File: src/occupancy_grid_rect_placer_assert.svh
// Assertion macros of the occupancy grid placer top module.
// Depends on nothing; included by the files that check their own logic.
`ifndef OCCUPANCY_GRID_RECT_PLACER_ASSERT_SVH
`define OCCUPANCY_GRID_RECT_PLACER_ASSERT_SVH

// The consequent must hold in the same cycle as the antecedent.
`define OGRP_ASSERT_NOW(label, clk, rst, ante, cons, msg) \
  label: assert property (@(posedge clk) disable iff (rst) (ante) |-> (cons)) \
    else $error(msg);

// The consequent must hold in the cycle after the antecedent.
`define OGRP_ASSERT_NEXT(label, clk, rst, ante, cons, msg) \
  label: assert property (@(posedge clk) disable iff (rst) (ante) |=> (cons)) \
    else $error(msg);

`endif

File: src/ogrp_pkg.sv
// Shared types and constants of the occupancy grid rectangle placer.
// Depends on nothing; used by every module of the block.
package ogrp_pkg;

  // Default sizes of the occupancy map.
  localparam int DEF_MAX_COLUMNS = 64;
  localparam int DEF_MAX_ROWS    = 64;

  // Field and register widths.
  localparam int COORD_W    = 16;
  localparam int CELL_W     = 6;
  localparam int COUNT_W    = 7;
  localparam int SNAP_W     = 11;
  localparam int PAD_W      = 10;
  localparam int CFG_INDEX_W = 3;
  localparam int CFG_DATA_W = 11;

  // Divider widths: a padded coordinate needs 17 signed bits, the adjusted
  // quotient 18.
  localparam int DIVIDEND_W = 17;
  localparam int QUOT_W     = 18;
  localparam int DIV_STEPS  = 17;
  localparam int DIV_CNT_W  = 5;

  // Register values after reset.
  localparam logic [COUNT_W-1:0] RST_COLUMN_COUNT = 7'd64;
  localparam logic [COUNT_W-1:0] RST_ROW_COUNT    = 7'd64;
  localparam logic [SNAP_W-1:0]  RST_SNAP         = 11'd128;
  localparam logic [PAD_W-1:0]   RST_PAD          = 10'd0;

  typedef enum logic [1:0] {
    ACT_TEST_FREE    = 2'd0,
    ACT_MARK_GRID    = 2'd1,
    ACT_CONVERT      = 2'd2,
    ACT_CONVERT_MARK = 2'd3
  } action_t;

  typedef enum logic [CFG_INDEX_W-1:0] {
    REG_COLUMN_COUNT   = 3'd0,
    REG_ROW_COUNT      = 3'd1,
    REG_SNAP_WIDTH     = 3'd2,
    REG_SNAP_HEIGHT    = 3'd3,
    REG_PAD_HORIZONTAL = 3'd4,
    REG_PAD_VERTICAL   = 3'd5,
    REG_TIGHT_MODE     = 3'd6
  } cfg_reg_t;

  typedef enum logic [2:0] {
    ST_IDLE,
    ST_CHECK,
    ST_DIV_GO,
    ST_DIV_WAIT,
    ST_CLAMP,
    ST_PREP,
    ST_WALK,
    ST_FINISH
  } state_t;

  // Input word.
  typedef struct packed {
    action_t                    action;
    logic signed [COORD_W-1:0]  rect_x0;
    logic signed [COORD_W-1:0]  rect_y0;
    logic signed [COORD_W-1:0]  rect_x1;
    logic signed [COORD_W-1:0]  rect_y1;
  } item_t;

  // Result word.
  typedef struct packed {
    logic              is_free;
    logic [CELL_W-1:0] cell_x0;
    logic [CELL_W-1:0] cell_y0;
    logic [CELL_W-1:0] cell_x1;
    logic [CELL_W-1:0] cell_y1;
    logic              range_error;
  } result_t;

  // Port enables of the occupancy map.
  typedef struct packed {
    logic rd_en;
    logic wr_en;
  } map_ctl_t;

  // Status of the divider.
  typedef struct packed {
    logic busy;
    logic done;
  } div_stat_t;

endpackage

File: src/ogrp_map.sv
// Occupancy map: one word of row bits per column, synchronous read with a
// registered output and a valid bit per column. Depends on ogrp_pkg.
module ogrp_map #(
  parameter int  MAX_COLUMNS = ogrp_pkg::DEF_MAX_COLUMNS,
  parameter int  MAX_ROWS    = ogrp_pkg::DEF_MAX_ROWS,
  localparam int XW          = (MAX_COLUMNS > 1) ? $clog2(MAX_COLUMNS) : 1
) (
  input  logic                  clk,
  input  logic                  rst,
  input  ogrp_pkg::map_ctl_t    ctl,
  input  logic [XW-1:0]         rd_addr,
  input  logic [XW-1:0]         wr_addr,
  input  logic [MAX_ROWS-1:0]   wr_data,
  output logic [MAX_ROWS-1:0]   rd_data
);
  import ogrp_pkg::*;

  logic [MAX_ROWS-1:0]    mem [MAX_COLUMNS];
  logic [MAX_COLUMNS-1:0] vld;
  logic [MAX_ROWS-1:0]    rd_word;
  logic                   rd_vld;

  // Valid bits: a column never written since reset reads as all free.
  always_ff @(posedge clk) begin
    if (rst) begin
      vld <= '0;
    end else if (ctl.wr_en) begin
      vld[wr_addr] <= 1'b1;
    end
  end

  // Storage array, one write and one read port.
  always_ff @(posedge clk) begin
    if (ctl.wr_en) begin
      mem[wr_addr] <= wr_data;
    end
    if (ctl.rd_en) begin
      rd_word <= mem[rd_addr];
      rd_vld  <= vld[rd_addr];
    end
  end

  assign rd_data = rd_vld ? rd_word : '0;

endmodule

File: config.mk
export PLATFORM = sky130hd
export DESIGN_NAME = ogrp_map
export DESIGN_NICKNAME = d
export VERILOG_FILES = /design/src/occupancy_grid_rect_placer_assert.svh /design/src/ogrp_pkg.sv /design/src/ogrp_map.sv
export SDC_FILE = /design/constraint.sdc
export NUM_CORES = 2
export LEC_CHECK = 0
export BUFFER_PORTS_ARGS = -buffer_cell sky130_fd_sc_hd__buf_2
export CORE_ASPECT_RATIO = 0.8
export CORE_UTILIZATION = 50
export CTS_CLUSTER_DIAMETER = 150
export DETAILED_ROUTE_END_ITERATION = 8
export HOLD_SLACK_MARGIN = 0.05
export PLACE_DENSITY = 0.65
export SLEW_MARGIN = 10
export SYNTH_ARGS = -nofsm -noshare
export SYNTH_HDL_FRONTEND = slang
export SYNTH_SLANG_ARGS = --single-unit
File: constraint.sdc
create_clock -name clk -period 15.43 [get_ports clk]
set_input_delay 3.8575 -clock clk [delete_from_list [all_inputs] [get_ports clk]]
set_output_delay 3.8575 -clock clk [all_outputs]
set_load 0.05 [all_outputs]
==> reports/metrics.csv <==
stage;metric;value;unit
run;maxCapViolCount;0;
grt;grt_pass1_vias;78461;
route;drt_iter0_markers;12048;
outcome;status;finished, final reports clean;
min_path;holdCritPathClass;reg2reg;
power_and_ir_drop;p_sw_frac;0.210;
power_and_ir_drop;power;23400;µW
logic_synthesis;postSynthCellCount;6952;
power_and_ir_drop;clkPwrFrac;0.408;
route;viasPerCell;6.75;
floorplan;die_x;634;µm
grt;track_usage;0.283;
logic_synthesis;synthArstFlopShare;0;
timing;rsz0062_at_grt;false;
route;firstDrtPassIters;6;
grt;grt_pass1_wl;629000;µm
route;wl;457000;µm
critical_path;crit_fanout;86;
timing;relSlewSlack;0.114;
logic_synthesis;synth_edf_count;4161;
clock_tree;cts.clk_slew.worst_paths;0.06;ns
logic_synthesis;yosysMostFrequentCell;edfxtp_1;
route;wl_per_cell;38.6;µm
timing;drv_slew;0;
critical_path;critPathMaxStageDelay;0.82;ns
critical_path;worstPathCellList;buf_12, buf_12, buf_4, buf_4, mux4_2, or3_1, a41oi_1, nor2_1;
logic_synthesis;synth-seq-area-share;0.789;
floorplan;initial_core_util;0.503;
timing;setup-tns-final;0;ns
power_and_ir_drop;power_frac_seq;0.545;
timing;hold_violations;0;
timing;setup_viol;0;
floorplan;die-area;322000;µm²
clock_tree;clk_path_buf_depth;4;
clock_tree;cts_root_buffer;clkbuf_16;
final_layout;final_util;0.562;
power_and_ir_drop;p_sw;4910;µW
timing;worst_slew_pin_slew;1.33;ns
clock_tree;ctsHoldBuffers;0;
logic_synthesis;ys_top_cells_by_area;edfxtp_1 78%, mux4_2 15%, mux2i_1 1.2%;
final_layout;fillers;22979;
logic_synthesis;syn_area;160000;µm²
final_layout;drive_gt1_frac;0.267;
logic_synthesis;yosys_warnings;0;
logic_synthesis;yosys-top-cells-count;4161 x edfxtp_1, 1040 x mux4_2, 258 x a22oi_1;
power_and_ir_drop;powerDensity;131;nW/µm²
logic_synthesis;avgSynthCellArea;23.0;µm²
clock_tree;clock_sinks;4225;
critical_path;required;16.07;ns
logic_synthesis;synth_area_leader_cell;edfxtp_1;
grt;gr-total-overflow;0;
placement;gp_congestion;0.788;
grt;grt_max_degree;126;
clock_tree;cts_setup_buffers;0;
logic_synthesis;synth_seq_cells;4225;
final_layout;area_growth;11.7;%
timing;skew;0.0573;ns
power_and_ir_drop;p_int;18500;µW
floorplan;coreArea;318000;µm²
timing;period_share;0.477;
placement;dpl.hpwl;230000;µm
power_and_ir_drop;ir_drop;0.000109;V
critical_path;end_kind;flip-flop;
grt;grt_antenna_before_repair;43;
critical_path;critPathKind;in2reg;
route;drtAntennaViolNets;0;
timing;fin_crit;7.36;ns
critical_path;slowest_stage;buf_4;
final_layout;nNetsFinal;7378;
route;vias;79947;
placement;port_buffers;143;
clock_tree;clkLatencyLatePin;0.94;ns
power_and_ir_drop;comb_power_share;0.047;
critical_path;cp-start-kind;input pin;
clock_tree;cts-buffers-inserted;388;
critical_path;crit_arrival;7.99;ns
clock_tree;cts_tree;done;
floorplan;fp-row-count;185;
logic_synthesis;synth_nets;7032;
timing;fmax;136;MHz
logic_synthesis;synth_cell_types;33;
route;drc;0;
power_and_ir_drop;p_leak;0.0557;µW
floorplan;io_pins;144;
clock_tree;htreeDepth;5;
clock_tree;cts.repair.resized;0;
logic_synthesis;synth_top_cell_area_share;0.781;
logic_synthesis;synth_ff_type;edfxtp_1;
floorplan;die_height;508;µm
state kept, by name, summed over array words and instances, names as in the netlist:
signal,cells
mem,4096
rd_word,64
rd_vld,1
vld,64
cells by family after synthesis:
kind of cell / count (synthesis) / share of synthesized area
compound gates: 454 / 0.0209
buf+inv: 407 / 0.0131
flops: 4225 / 0.789
mux: 1236 / 0.159
simple gates: 630 / 0.0181
area by class of cell:
cell class | instances | area [µm²] | area share
repair buffers | 344 | 2450 | 0.0137
flip-flops and latches | 4225 | 126000 | 0.707
multi-input cells | 2320 | 32200 | 0.180
clock buffers | 477 | 10200 | 0.0571
inverters | 19 | 71.3 | 0.000399
clock inverters | 219 | 2150 | 0.0120
well taps | 4207 | 5260 | 0.0295
diodes | 28 | 70.1 | 0.000392
power groups by stage:
stage	clock, µW	combinational [µW]	sequential, µW
2_1_floorplan	0	653	13000
3_3_place_gp	0	1070	13000
3_5_place_dp	0	1090	13000
4_1_cts	9590	1090	12700
5_1_grt	10000	1150	12700
6_report	9530	1090	12700
worst paths after layout:
kind,from,endpoint,slack [ns],cells after the start
worst max-delay path,rd_addr[0],rd_word[44]$_DFFE_PP_,8.07,8
worst min-delay path,vld[42]$_SDFFE_PP0P_,vld[42]$_SDFFE_PP0P_,0.47,2
worst max register to register,mem[14][11]$_DFFE_PP_,rd_word[11]$_DFFE_PP_,13.13,5
worst min register to register,vld[42]$_SDFFE_PP0P_,vld[42]$_SDFFE_PP0P_,0.47,2
worst max-delay path, delay by kind of cell:
family | cells | cell delay, ns
buffers and inverters | 4 | 2.55
multiplexers | 1 | 0.59
AND/OR/NAND/NOR | 2 | 0.40
AO/OA/AOI/OAI | 1 | 0.24
layer usage:
layer | track usage | wire length [µm] | up-vias
li1 | - | - | 30295
met3 | 0.0519 | 51300 | 935
met5 | 0 | 0 | -
met2 | 0.435 | 212000 | 5259
met4 | 0.0932 | 17500 | 0
met1 | 0.416 | 176000 | 43458
cells in the final DEF (no fill, tap or decap), types with 9 or more instances in the layout:
master / synthesis / routed
buf_12: 0 / 16
diode_2: 0 / 28
nand3_1: 96 / 96
inv_1: 19 / 19
mux4_2: 1040 / 1040
buf_4: 63 / 186
or2_2: 25 / 25
nor2_4: 0 / 63
dfxtp_1: 64 / 64
a31oi_1: 39 / 39
a41oi_1: 25 / 25
clkinvlp_4: 0 / 11
a2111oi_0: 21 / 20
o22ai_1: 84 / 84
and2_1: 67 / 65
buf_2: 158 / 139
bufinv_16: 0 / 41
inv_6: 0 / 9
clkinv_2: 0 / 70
nor2b_1: 32 / 27
clkbuf_16: 0 / 394
a2bb2oi_1: 19 / 19
edfxtp_1: 4161 / 4161
a22oi_1: 258 / 258
clkbuf_1: 136 / 81
clkinv_1: 0 / 81
nand2_1: 118 / 114
or3_1: 27 / 27
nor2_1: 250 / 188
mux2i_1: 196 / 196
through the flow:
| stage | worst slack (ns) | hold slack [ns] | std cells | area (µm²) |
|---|---|---|---|---|
| finish | 8.07 | 0.468 | 11839 | 179000 |
| detailed placement | 7.03 | 0.455 | 11115 | 166000 |
| global route | 7.65 | 0.486 | 11823 | 179000 |
| CTS | 7.97 | 0.471 | 11811 | 179000 |
| global placement | 6.99 | 0.444 | 11114 | 166000 |
| floorplan | 6.13 | 0.435 | 6952 | 160000 |
(Power assumes the default switching activity.)
