[config.mk]
export PLATFORM = sky130hd
export DESIGN_NAME = ogrp_div
export DESIGN_NICKNAME = d
export VERILOG_FILES = /design/src/occupancy_grid_rect_placer_assert.svh /design/src/ogrp_pkg.sv /design/src/ogrp_div.sv
export SDC_FILE = /design/constraint.sdc
export NUM_CORES = 1
export LEC_CHECK = 0
export BUFFER_PORTS_ARGS = -buffer_cell sky130_fd_sc_hd__buf_4
export CAP_MARGIN = 40
export CORE_MARGIN = 2
export CORE_UTILIZATION = 45
export DETAILED_ROUTE_END_ITERATION = 8
export MAX_ROUTING_LAYER = met4
export PLACE_DENSITY = 0.7
export SLEW_MARGIN = 20
export SYNTH_ARGS = -nofsm -noshare
export SYNTH_HDL_FRONTEND = slang
export SYNTH_SLANG_ARGS = --single-unit
[constraint.sdc]
create_clock -name clk -period 2.7 [get_ports clk]
set_clock_uncertainty 0.05 [all_clocks]
set_input_delay 0 -clock clk [delete_from_list [all_inputs] [get_ports clk]]
set_output_delay 0 -clock clk [all_outputs]
set_load 0.1 [all_outputs]
[src/occupancy_grid_rect_placer_assert.svh]
// Assertion macros of the occupancy grid placer top module.
// Depends on nothing; included by the files that check their own logic.
`ifndef OCCUPANCY_GRID_RECT_PLACER_ASSERT_SVH
`define OCCUPANCY_GRID_RECT_PLACER_ASSERT_SVH

// The consequent must hold in the same cycle as the antecedent.
`define OGRP_ASSERT_NOW(label, clk, rst, ante, cons, msg) \
  label: assert property (@(posedge clk) disable iff (rst) (ante) |-> (cons)) \
    else $error(msg);

// The consequent must hold in the cycle after the antecedent.
`define OGRP_ASSERT_NEXT(label, clk, rst, ante, cons, msg) \
  label: assert property (@(posedge clk) disable iff (rst) (ante) |=> (cons)) \
    else $error(msg);

`endif

[src/ogrp_pkg.sv]
// Shared types and constants of the occupancy grid rectangle placer.
// Depends on nothing; used by every module of the block.
package ogrp_pkg;

  // Default sizes of the occupancy map.
  localparam int DEF_MAX_COLUMNS = 64;
  localparam int DEF_MAX_ROWS    = 64;

  // Field and register widths.
  localparam int COORD_W    = 16;
  localparam int CELL_W     = 6;
  localparam int COUNT_W    = 7;
  localparam int SNAP_W     = 11;
  localparam int PAD_W      = 10;
  localparam int CFG_INDEX_W = 3;
  localparam int CFG_DATA_W = 11;

  // Divider widths: a padded coordinate needs 17 signed bits, the adjusted
  // quotient 18.
  localparam int DIVIDEND_W = 17;
  localparam int QUOT_W     = 18;
  localparam int DIV_STEPS  = 17;
  localparam int DIV_CNT_W  = 5;

  // Register values after reset.
  localparam logic [COUNT_W-1:0] RST_COLUMN_COUNT = 7'd64;
  localparam logic [COUNT_W-1:0] RST_ROW_COUNT    = 7'd64;
  localparam logic [SNAP_W-1:0]  RST_SNAP         = 11'd128;
  localparam logic [PAD_W-1:0]   RST_PAD          = 10'd0;

  typedef enum logic [1:0] {
    ACT_TEST_FREE    = 2'd0,
    ACT_MARK_GRID    = 2'd1,
    ACT_CONVERT      = 2'd2,
    ACT_CONVERT_MARK = 2'd3
  } action_t;

  typedef enum logic [CFG_INDEX_W-1:0] {
    REG_COLUMN_COUNT   = 3'd0,
    REG_ROW_COUNT      = 3'd1,
    REG_SNAP_WIDTH     = 3'd2,
    REG_SNAP_HEIGHT    = 3'd3,
    REG_PAD_HORIZONTAL = 3'd4,
    REG_PAD_VERTICAL   = 3'd5,
    REG_TIGHT_MODE     = 3'd6
  } cfg_reg_t;

  typedef enum logic [2:0] {
    ST_IDLE,
    ST_CHECK,
    ST_DIV_GO,
    ST_DIV_WAIT,
    ST_CLAMP,
    ST_PREP,
    ST_WALK,
    ST_FINISH
  } state_t;

  // Input word.
  typedef struct packed {
    action_t                    action;
    logic signed [COORD_W-1:0]  rect_x0;
    logic signed [COORD_W-1:0]  rect_y0;
    logic signed [COORD_W-1:0]  rect_x1;
    logic signed [COORD_W-1:0]  rect_y1;
  } item_t;

  // Result word.
  typedef struct packed {
    logic              is_free;
    logic [CELL_W-1:0] cell_x0;
    logic [CELL_W-1:0] cell_y0;
    logic [CELL_W-1:0] cell_x1;
    logic [CELL_W-1:0] cell_y1;
    logic              range_error;
  } result_t;

  // Port enables of the occupancy map.
  typedef struct packed {
    logic rd_en;
    logic wr_en;
  } map_ctl_t;

  // Status of the divider.
  typedef struct packed {
    logic busy;
    logic done;
  } div_stat_t;

endpackage

[src/ogrp_div.sv]
// Iterative signed divider with floor or ceiling rounding, one quotient bit
// per cycle. Depends on ogrp_pkg.
module ogrp_div (
  input  logic                                   clk,
  input  logic                                   rst,
  input  logic                                   start,
  input  logic signed [ogrp_pkg::DIVIDEND_W-1:0] dividend,
  input  logic [ogrp_pkg::SNAP_W-1:0]            divisor,
  input  logic                                   round_up,
  output ogrp_pkg::div_stat_t                    stat,
  output logic signed [ogrp_pkg::QUOT_W-1:0]     quotient
);
  import ogrp_pkg::*;

  logic                         busy;
  logic                         done;
  logic                         neg;
  logic                         up;
  logic [DIV_CNT_W-1:0]         cnt;
  logic [DIVIDEND_W-1:0]        qr;
  logic [SNAP_W-1:0]            rem;
  logic [SNAP_W-1:0]            dvs;
  logic [SNAP_W:0]              rem_sh;
  logic                         take;
  logic                         inexact;
  logic signed [QUOT_W-1:0]     mag_s;
  logic signed [QUOT_W-1:0]     quot_next;
  logic                         launch;

  assign launch  = start && !busy;
  assign rem_sh  = {rem, qr[DIVIDEND_W-1]};
  assign take    = rem_sh >= {1'b0, dvs};
  assign inexact = |rem;
  assign mag_s   = $signed({1'b0, qr});

  // Truncated magnitude quotient, then rounded toward minus infinity, or
  // toward plus infinity when rounding up. Truncation of a negative dividend
  // already rounds up.
  always_comb begin
    if (neg) begin
      quot_next = -mag_s - {{(QUOT_W-1){1'b0}}, ~up & inexact};
    end else begin
      quot_next = mag_s + {{(QUOT_W-1){1'b0}}, up & inexact};
    end
  end

  // Step counter and status.
  always_ff @(posedge clk) begin
    if (rst) begin
      busy <= 1'b0;
      done <= 1'b0;
      cnt  <= '0;
    end else begin
      done <= 1'b0;
      if (launch) begin
        busy <= 1'b1;
        cnt  <= DIV_CNT_W'(DIV_STEPS);
      end else if (busy && cnt == '0) begin
        busy <= 1'b0;
        done <= 1'b1;
      end else if (busy) begin
        cnt <= cnt - 1'b1;
      end
    end
  end

  // Restoring division on the magnitude.
  always_ff @(posedge clk) begin
    if (launch) begin
      neg <= dividend[DIVIDEND_W-1];
      up  <= round_up;
      dvs <= divisor;
      rem <= '0;
      qr  <= dividend[DIVIDEND_W-1] ? DIVIDEND_W'(-dividend) : DIVIDEND_W'(dividend);
    end else if (busy && cnt != '0) begin
      rem <= take ? SNAP_W'(rem_sh - {1'b0, dvs}) : rem_sh[SNAP_W-1:0];
      qr  <= {qr[DIVIDEND_W-2:0], take};
    end
    if (busy && cnt == '0) begin
      quotient <= quot_next;
    end
  end

  assign stat.busy = busy;
  assign stat.done = done;

endmodule

==> results of run 1 <==
## how the worst max path moves through the flow
stage / slack [ns] / to / depth (start not counted) / startpoint
2_1_floorplan: 0.16 / quotient[17]$_DFFE_PP_ / 14 / rem[0]$_SDFFE_PP0P_
3_3_place_gp: -0.07 / quotient[15]$_DFFE_PP_ / 14 / rem[2]$_SDFFE_PP0P_
3_5_place_dp: -0.13 / quotient[15]$_DFFE_PP_ / 14 / rem[2]$_SDFFE_PP0P_
4_1_cts: 0.005 / quotient[14]$_DFFE_PP_ / 12 / rem[5]$_SDFFE_PP0P_
5_1_grt: -0.04 / quotient[17]$_DFFE_PP_ / 14 / rem[2]$_SDFFE_PP0P_
6_report: 0.09 / quotient[10]$_DFFE_PP_ / 12 / rem[6]$_SDFFE_PP0P_
## power by group through the flow
stage	registers, W	clock network (W)	logic, W
finish	0.00130	0.000823	0.00145
global route	0.00132	0.000879	0.00159
CTS	0.00130	0.000838	0.00134
detailed placement	0.00133	0	0.00128
global placement	0.00133	0	0.00124
floorplan	0.00149	0	0.000798
## stage by stage
| step | instances | hold WS [ns] | area [µm²] | util (%) | setup WS [ns] |
|---|---|---|---|---|---|
| final | 716 | 0.00195 | 5830 | 59.1 | 0.0862 |
| after global routing | 716 | 0.0292 | 5830 | 59.1 | -0.0355 |
| after CTS | 710 | 0.000600 | 5690 | 57.7 | 0.00550 |
| after detailed placement | 674 | 0.129 | 5290 | 53.6 | -0.133 |
| after global placement | 673 | 0.129 | 5270 | 53.4 | -0.0674 |
| after floorplan | 478 | 0.0191 | 4600 | - | 0.159 |
## cell usage in the layout, fill, tap and decap left out, types with 6 or more instances in the layout
cell,instances
mux2i_1,8
o21ai_0,35
nor2_1,28
ha_1,45
dfxtp_1,9
and3_1,7
nand2_1,43
dfxtp_2,9
nand3_1,13
o31ai_1,6
buf_4,85
dlygate4sd3_1,17
xor2_1,24
clkbuf_8,11
xnor2_1,30
edfxtp_1,48
a21o_1,6
inv_1,36
a21oi_1,29
## logic make-up after synthesis
logic type	count (synthesis)
AOI/OAI and AO/OA	119
xor gates and xnor gates	54
adders and majority gates	49
buffers and inverters	52
DFF	66
muxes	10
and+or+nand+nor	128
## sequential cells by signal, indices dropped and copies added, names as in the netlist
name and cells:
neg 1, up 1, dvs 11, qr 17
busy 1, done 1, cnt 5, quotient 18
rem 11
## area by class of cell
cell class,instances,area (µm²),share of cell area [%]
clock buffers,14,184,3.16
clock inverters,2,10.0,0.172
inverters,38,143,2.45
multi-input cells,360,2690,46.1
flip-flops and latches,66,1810,31.1
well taps,133,166,2.86
repair buffers,103,823,14.1
## routing by layer
metal	track usage (%)	vias to the layer above
li1	-	1902
met1	22.9	1733
met2	32.7	82
met3	2.37	14
met4	5.90	0
met5	-	-
## worst max-delay path: stages, from the launching register on
cell and delay (ns):
dfxtp_1 0.33, nor3_1 0.06, nand3_1 0.09, nand2b_1 0.06, ha_2 0.18, ha_4 0.16, a211o_1 0.36, a2111oi_4 0.43
buf_4 0.19, o21bai_1 0.06, a21oi_1 0.17, xor2_1 0.15, a21oi_1 0.07
## repair_timing
action,4_1_cts,5_1_grt
hold buffers,17,0
endpoints found under the setup margin,5,19
endpoints found under the hold margin,23,0
pin swaps,9,18
gates resized for setup,4,26
setup buffers,3,6
==> results.txt, run 1 <==
outcome: complete, no violations
Vias per Instance: 5.21
Worst Setup Path Type: reg -> reg
fin crit share: 96.8%
VDD IR max: 0.287 mV
max cap viols: 0
Seq cells post-synth: 66
setup TNS: 0 ns
Layout Area Growth over Synthesis: 26.7%
CTS max path bufs: 2
EDFF count, synth: 48
RSZ-0062 raised after global routing: yes
Yosys cell types: 56
final setup fails: 0
Tmin final: 2.61 ns
Synth Instances: 478
worst r2r path cells: 12
WP data arrival: 2.66 ns
Post-route DRC: 0
Worst slew margin: 58.6%
IO buf count: 51
WL met3: 427 µm
I/O pins: 52
Min-Delay Path Class: in -> reg
htree depth: 3
top cells by instance count after synthesis: edfxtp_1 (48), ha_1 (48), nand2_1 (43)
Synth top area share: 31.4%
switching part of the total: 36.1%
die width: 105 µm
1st-iter DRT viols: 105
Mapped Area: 4600 µm²
Max Fclk: 383 MHz
met1 WL: 4410 µm
height of the chip: 105 µm
global-route wire length before repair: 16500 µm
first drt pass iteration count: 5
Placeable Area: 9860 µm²
top cells by area, synth: edfxtp_1 (31%), ha_1 (13%), dfxtp_1 (7.8%)
hold_sp: dividend[14]
Post-synth ARST share: 0%
Die Area: 11000 µm²
global-route usage over all layers: 18.9%
RePlAce Congestion: 0.866
register share of total power: 36.5%
CTS tree: built
Skew-Pair Late Insertion Delay: 0.34 ns
xor/xnor share of the synthesized area: 10.3%
CP required: 2.75 ns
capture point of the worst reg-to-reg path: quotient[10]$_DFFE_PP_
Rows: 36
vias: 3731
Setup crit end kind: flip-flop
Adder-Cell Fraction of Synth Area: 13.5%
worst-margin pin slew: 0.614 ns
Int Power: 0.00228 W
complex-gate fraction of the synthesized area: 16.8%
total chip power: 0.00357 W
Seq/Total Area, Yosys: 39.2%
mux contribution to synthesized area: 2.23%
Final Hold Vio Count: 0
CTS clk-pin slew, worst paths: 0.08 ns
CTS buffer count: 9
nets: 659
gr ovfl total: 0
Synth Warn #: 0
drt wl/cell: 14.1 µm
clock power share: 23.0%
vias in the first global route: 3535
initial antenna violation count: 0
share of cells above drive strength 1: 23.3%
# diodes: 0
largest family of logic cells by synthesized area: compound AO/OA/AOI/OAI gates
WL met2: 5160 µm
root buffer cell: clkbuf_8
HPWL after detailed placement: 7240 µm
leading area contributor after synthesis: edfxtp_1
Initial Utilization: 46.6%
Worst Hold End: qr[14]$_DFFE_PP_
uppermost layer routed: met4
pin count of the biggest net entering global routing: 38
PD cells: 613 nW/µm²
clk sinks: 66
Gate power share: 40.5%
Synth Area in Simple Gates: 13.5%
Post-synth top flop: edfxtp_1
Filler cells: 827
Syn Nets: 559
leakage: 2.48 nW
final antenna-violating net count: 0
switching pwr: 0.00129 W
Hold Path Cell Cnt: 3
startpoint types: flip-flop
r2r startpoint: rem[6]$_SDFFE_PP0P_
Post-Route WL: 10100 µm
synthesized area per cell: 9.62 µm²
crit-path max FO: 3
Max Slew Vio Count: 0
R2R setup slack: 0.09 ns
Power figures use the tool's default switching activity.
==> inputs of run 2 (changes only) <==
- PLACE_DENSITY: 0.7 -> 0.68
- clock period: 2.7 -> 3.2 ns (I/O delays scaled with it)
==> results.txt, run 2 (same netlist as run 1, synthesis figures left out) <==
Rows: 36
HPWL after detailed placement: 7090 µm
share of cells above drive strength 1: 15.4%
CTS tree: built
Min-Delay Path Class: in -> reg
Layout Area Growth over Synthesis: 20.4%
startpoint types: flip-flop
first drt pass iteration count: 4
die width: 105 µm
Placeable Area: 9860 µm²
# diodes: 0
biggest regs: quotient (18), qr (17)
initial antenna violation count: 0
global-route usage over all layers: 18.5%
worst r2r path cells: 14
vias: 3601
Post-route DRC: 0
crit path from: rem[0]$_SDFFE_PP0P_
Vias per Instance: 5.20
final antenna-violating net count: 0
Worst Hold End: qr[15]$_DFFE_PP_
capture point of the worst reg-to-reg path: quotient[17]$_DFFE_PP_
Worst Setup Path Type: reg -> reg
leakage: 2.32 nW
global-route wire length before repair: 16000 µm
Skew-Pair Late Insertion Delay: 0.35 ns
setup TNS: 0 ns
CTS max path bufs: 2
WP data arrival: 2.97 ns
PD cells: 506 nW/µm²
VDD IR max: 0.201 mV
outcome: complete, no violations
r2r startpoint: rem[0]$_SDFFE_PP0P_
number of flip-flops in the largest register: 18
Initial Utilization: 46.6%
clk sinks: 66
Post-Route WL: 9440 µm
Max Fclk: 344 MHz
Hold Path Cell Cnt: 3
hold_sp: dividend[15]
CTS clk-pin slew, worst paths: 0.08 ns
leading cell type in the layout, fill and taps excluded: buf_4
root buffer cell: clkbuf_8
1st-iter DRT viols: 93
post-layout util: 56.1%
Max Slew Vio Count: 0
nets: 636
height of the chip: 105 µm
Setup Buffers After CTS: 0
worst-margin pin slew: 0.704 ns
Die Area: 11000 µm²
crit-path max FO: 5
htree depth: 3
gr ovfl total: 0
CTS buffer count: 9
most frequent cells in the layout: buf_4 (57), ha_1 (48), edfxtp_1 (48)
R2R setup slack: 0.29 ns
Filler cells: 852
largest register by flop count: quotient
Setup crit end kind: flip-flop
CP required: 3.26 ns
max cap viols: 0
Worst slew margin: 53.0%
Tmin final: 2.91 ns
RePlAce Congestion: 0.895
RSZ-0062 raised after global routing: no
I/O pins: 52
vias in the first global route: 3443
drt wl/cell: 13.6 µm
CTS hold repair buffers: 22
# resized after CTS: 0
fin crit share: 90.8%
pin count of the biggest net entering global routing: 39
Final Hold Vio Count: 0
final hold slack: 0.00827 ns
IO buf count: 51
final setup fails: 0
-- run 2: changes by cell type in the layout (fill, tap and decap cells not counted), sizes merged --
cell | previous run | this run
dlygate4sd3 | 17 | 22
inv | 37 | 38
clkinvlp | 0 | 1
clkinv | 3 | 4
clkbuf | 14 | 11
buf | 86 | 58
-- run 2: power by group --
part | total (W) | internal (W) | switching, W
Clock | 0.000635 | 0.000299 | 0.000336
Sequential | 0.00111 | 0.00104 | 0.0000739
Combinational | 0.00105 | 0.000425 | 0.000628
-- run 2: how the worst max path moves through the flow --
stage / end / slack, ns / cells after the start
final: quotient[17]$_DFFE_PP_ / 0.29 / 14
after global routing: quotient[15]$_DFFE_PP_ / 0.09 / 14
after CTS: quotient[17]$_DFFE_PP_ / 0.30 / 14
after detailed placement: quotient[17]$_DFFE_PP_ / 0.30 / 14
after global placement: quotient[15]$_DFFE_PP_ / 0.34 / 14
after floorplan: quotient[17]$_DFFE_PP_ / 0.66 / 14
-- run 2: cell type report --
cell class / instances / area [µm²] / area share (%)
multi-input cells: 360 / 2590 / 46.8
clock buffers: 11 / 141 / 2.55
flip-flops and latches: 66 / 1800 / 32.5
well taps: 133 / 166 / 3.01
repair buffers: 80 / 663 / 12.0
inverters: 38 / 143 / 2.58
clock inverters: 5 / 28.8 / 0.520
-- run 2: metrics by stage --
stage               std cells  total power [W]  setup WS, ns  cell area (µm²)
finish                    693          0.00280         0.293             5540
global route              693          0.00298        0.0873             5540
CTS                       693          0.00282         0.302             5540
detailed placement        655          0.00216         0.301             5140
global placement          654          0.00214         0.341             5130
floorplan                 478          0.00193         0.659             4600
-- run 2: worst max-delay path, stage by stage, from the launching register on --
cell	delay (ns)
dfxtp_1	0.42
nor4_1	0.08
nand3_1	0.10
nand2b_1	0.07
ha_1	0.18
ha_1	0.19
inv_1	0.06
ha_1	0.17
o21bai_1	0.11
a221oi_2	0.33
a21oi_2	0.13
a21oi_1	0.32
o21ai_1	0.14
xnor2_1	0.14
a21o_1	0.18
-- run 2: layer usage --
metal / GRT usage, % / vias up / routed length [µm] / part of all wire (%)
met5: - / - / 0 / 0
met4: 7.52 / 0 / 157 / 1.7
met3: 2.68 / 12 / 424 / 4.5
met1: 22.7 / 1657 / 4240 / 45
li1: - / 1856 / - / -
met2: 30.7 / 76 / 4620 / 49
==> inputs of run 3 (changes only) <==
- PLACE_DENSITY: 0.68 -> 0.7
- clock period: 3.2 -> 2.5 ns (I/O delays scaled with it)
==> results.txt, run 3 (same netlist as run 1, synthesis figures left out) <==
Post-route DRC: 0
VDD IR max: 0.271 mV
CTS clk-pin slew, worst paths: 0.08 ns
1st-iter DRT viols: 130
Initial Utilization: 46.6%
WP data arrival: 2.64 ns
setup TNS: -0.358 ns
Layout Area Growth over Synthesis: 30.3%
Placeable Area: 9860 µm²
Filler cells: 827
vias in the first global route: 3712
vias: 3801
gr ovfl total: 0
IO buf count: 51
global-route wire length before repair: 17000 µm
Die Area: 11000 µm²
I/O pins: 52
Worst slew margin: 62.6%
number of flip-flops in the largest register: 18
final setup fails: 7
R2R setup slack: -0.09 ns
r2r startpoint: rem[6]$_SDFFE_PP0P_
Worst Setup Path Type: reg -> reg
Hold Path Cell Cnt: 3
crit-path max FO: 4
most frequent cells in the layout: buf_4 (93), edfxtp_1 (48), ha_1 (44)
final hold slack: 0.00928 ns
CTS buffer count: 9
root buffer cell: clkbuf_8
post-layout util: 60.7%
CTS tree: built
Rows: 36
HPWL after detailed placement: 7460 µm
Setup crit end kind: flip-flop
worst r2r path cells: 12
crit path from: rem[6]$_SDFFE_PP0P_
PD cells: 643 nW/µm²
Buf+Inv Stages, Crit Path: 0
final antenna-violating net count: 0
htree depth: 3
Skew-Pair Late Insertion Delay: 0.35 ns
Min-Delay Path Class: in -> reg
Critical Path Max Stage Delay: 0.48 ns
fin crit share: 104%
initial antenna violation count: 0
worst-margin pin slew: 0.557 ns
max cap viols: 0
Max Fclk: 386 MHz
Post-Route WL: 10200 µm
violations in the final reports: negative setup slack
die width: 105 µm
Final Hold Vio Count: 0
global-route usage over all layers: 19.6%
end of the critical path: quotient[16]$_DFFE_PP_
outcome: finished with violations
CP required: 2.56 ns
biggest regs: quotient (18), qr (17)
Vias per Instance: 5.19
CTS max path bufs: 2
RePlAce Congestion: 0.878
RSZ-0062 raised after global routing: yes
clk sinks: 66
largest register by flop count: quotient
leading cell type in the layout, fill and taps excluded: buf_4
leakage: 2.56 nW
height of the chip: 105 µm
share of cells above drive strength 1: 26.2%
startpoint types: flip-flop
slowest stage cell, crit path: a2111oi_4
drt wl/cell: 13.9 µm
Setup WS post-layout: -0.0884 ns
stages on the worst setup path: 12
CP top delay family: compound AO/OA/AOI/OAI gates
Tmin final: 2.59 ns
pin count of the biggest net entering global routing: 38
# diodes: 0
first drt pass iteration count: 4
capture point of the worst reg-to-reg path: quotient[16]$_DFFE_PP_
nets: 675
crit-path cells: nor3_2 > nand3_1 > nand2b_1 > ha_2 > ha_4 > a211o_1 > a2111oi_4 > o31ai_2 > nand3_1 > a21oi_2 > xnor2_1 > a21oi_1
most frequent CP cell: nand3_1
Max Slew Vio Count: 0
==> run 3: cell types whose count changed in the layout (fill, tap and decap cells not counted), sizes merged <==
cell	change
clkinv	-1
clkbuf	+3
buf	+38
clkinvlp	-1
o21a	+1
inv	-1
==> run 3: area by class of cell <==
type	count	area, µm²	area share, %
Clock inverter	2	10.0	0.167
Multi-Input combinational cell	361	2720	45.4
Sequential cell	66	1820	30.3
Inverter	38	143	2.38
Tap cell	133	166	2.78
Timing Repair Buffer	118	965	16.1
Clock buffer	14	174	2.90
==> run 3: what timing repair did <==
action	in CTS	in global routing
setup buffers	2	4
gates resized for setup	19	19
pin swaps	21	17
setup endpoints to repair	16	21
hold buffers	22	0
gates cloned	0	1
endpoints found under the hold margin	28	0
==> run 3: worst min path at each step <==
| stage | startpoint | to | slack [ns] |
|---|---|---|---|
| 3_3_place_gp | divisor[8] | dvs[8]$_DFFE_PP_ | 0.13 |
| 6_report | dividend[4] | qr[4]$_DFFE_PP_ | 0.009 |
| 5_1_grt | dividend[4] | qr[4]$_DFFE_PP_ | 0.02 |
| 3_5_place_dp | divisor[6] | dvs[6]$_DFFE_PP_ | 0.13 |
| 4_1_cts | dividend[14] | qr[14]$_DFFE_PP_ | 0.003 |
| 2_1_floorplan | rst | cnt[4]$_SDFFE_PP0P_ | 0.02 |
==> run 3: routing by layer <==
metal	share of wire, %	up-vias	GRT usage [%]	wire length (µm)
met5	0	-	-	0
met4	1.4	0	5.62	145
met3	4.6	12	3.62	472
met2	51	80	34.6	5220
met1	43	1769	22.8	4370
li1	-	1940	-	-
==> run 3: per-stage QoR <==
stage / setup WS [ns] / power, W / instance area, µm² / cells
floorplan: -0.0189 / 0.00247 / 4600 / 478
global placement: -0.203 / 0.00283 / 5390 / 686
detailed placement: -0.299 / 0.00287 / 5400 / 687
CTS: -0.106 / 0.00381 / 5890 / 727
global route: -0.234 / 0.00409 / 5990 / 732
finish: -0.0884 / 0.00385 / 5990 / 732
==> run 3: worst min-delay path: cells and delay by family <==
kind                      cells  cell delay [ns]
buffers and inverters         1             0.09
xor gates and xnor gates      1             0.06
AOI/OAI and AO/OA             1             0.14
==> run 3: power by group <==
part	internal, W	total [W]	switching [W]
combinational	0.000686	0.00159	0.000901
sequential	0.00133	0.00140	0.0000736
clock	0.000446	0.000862	0.000416
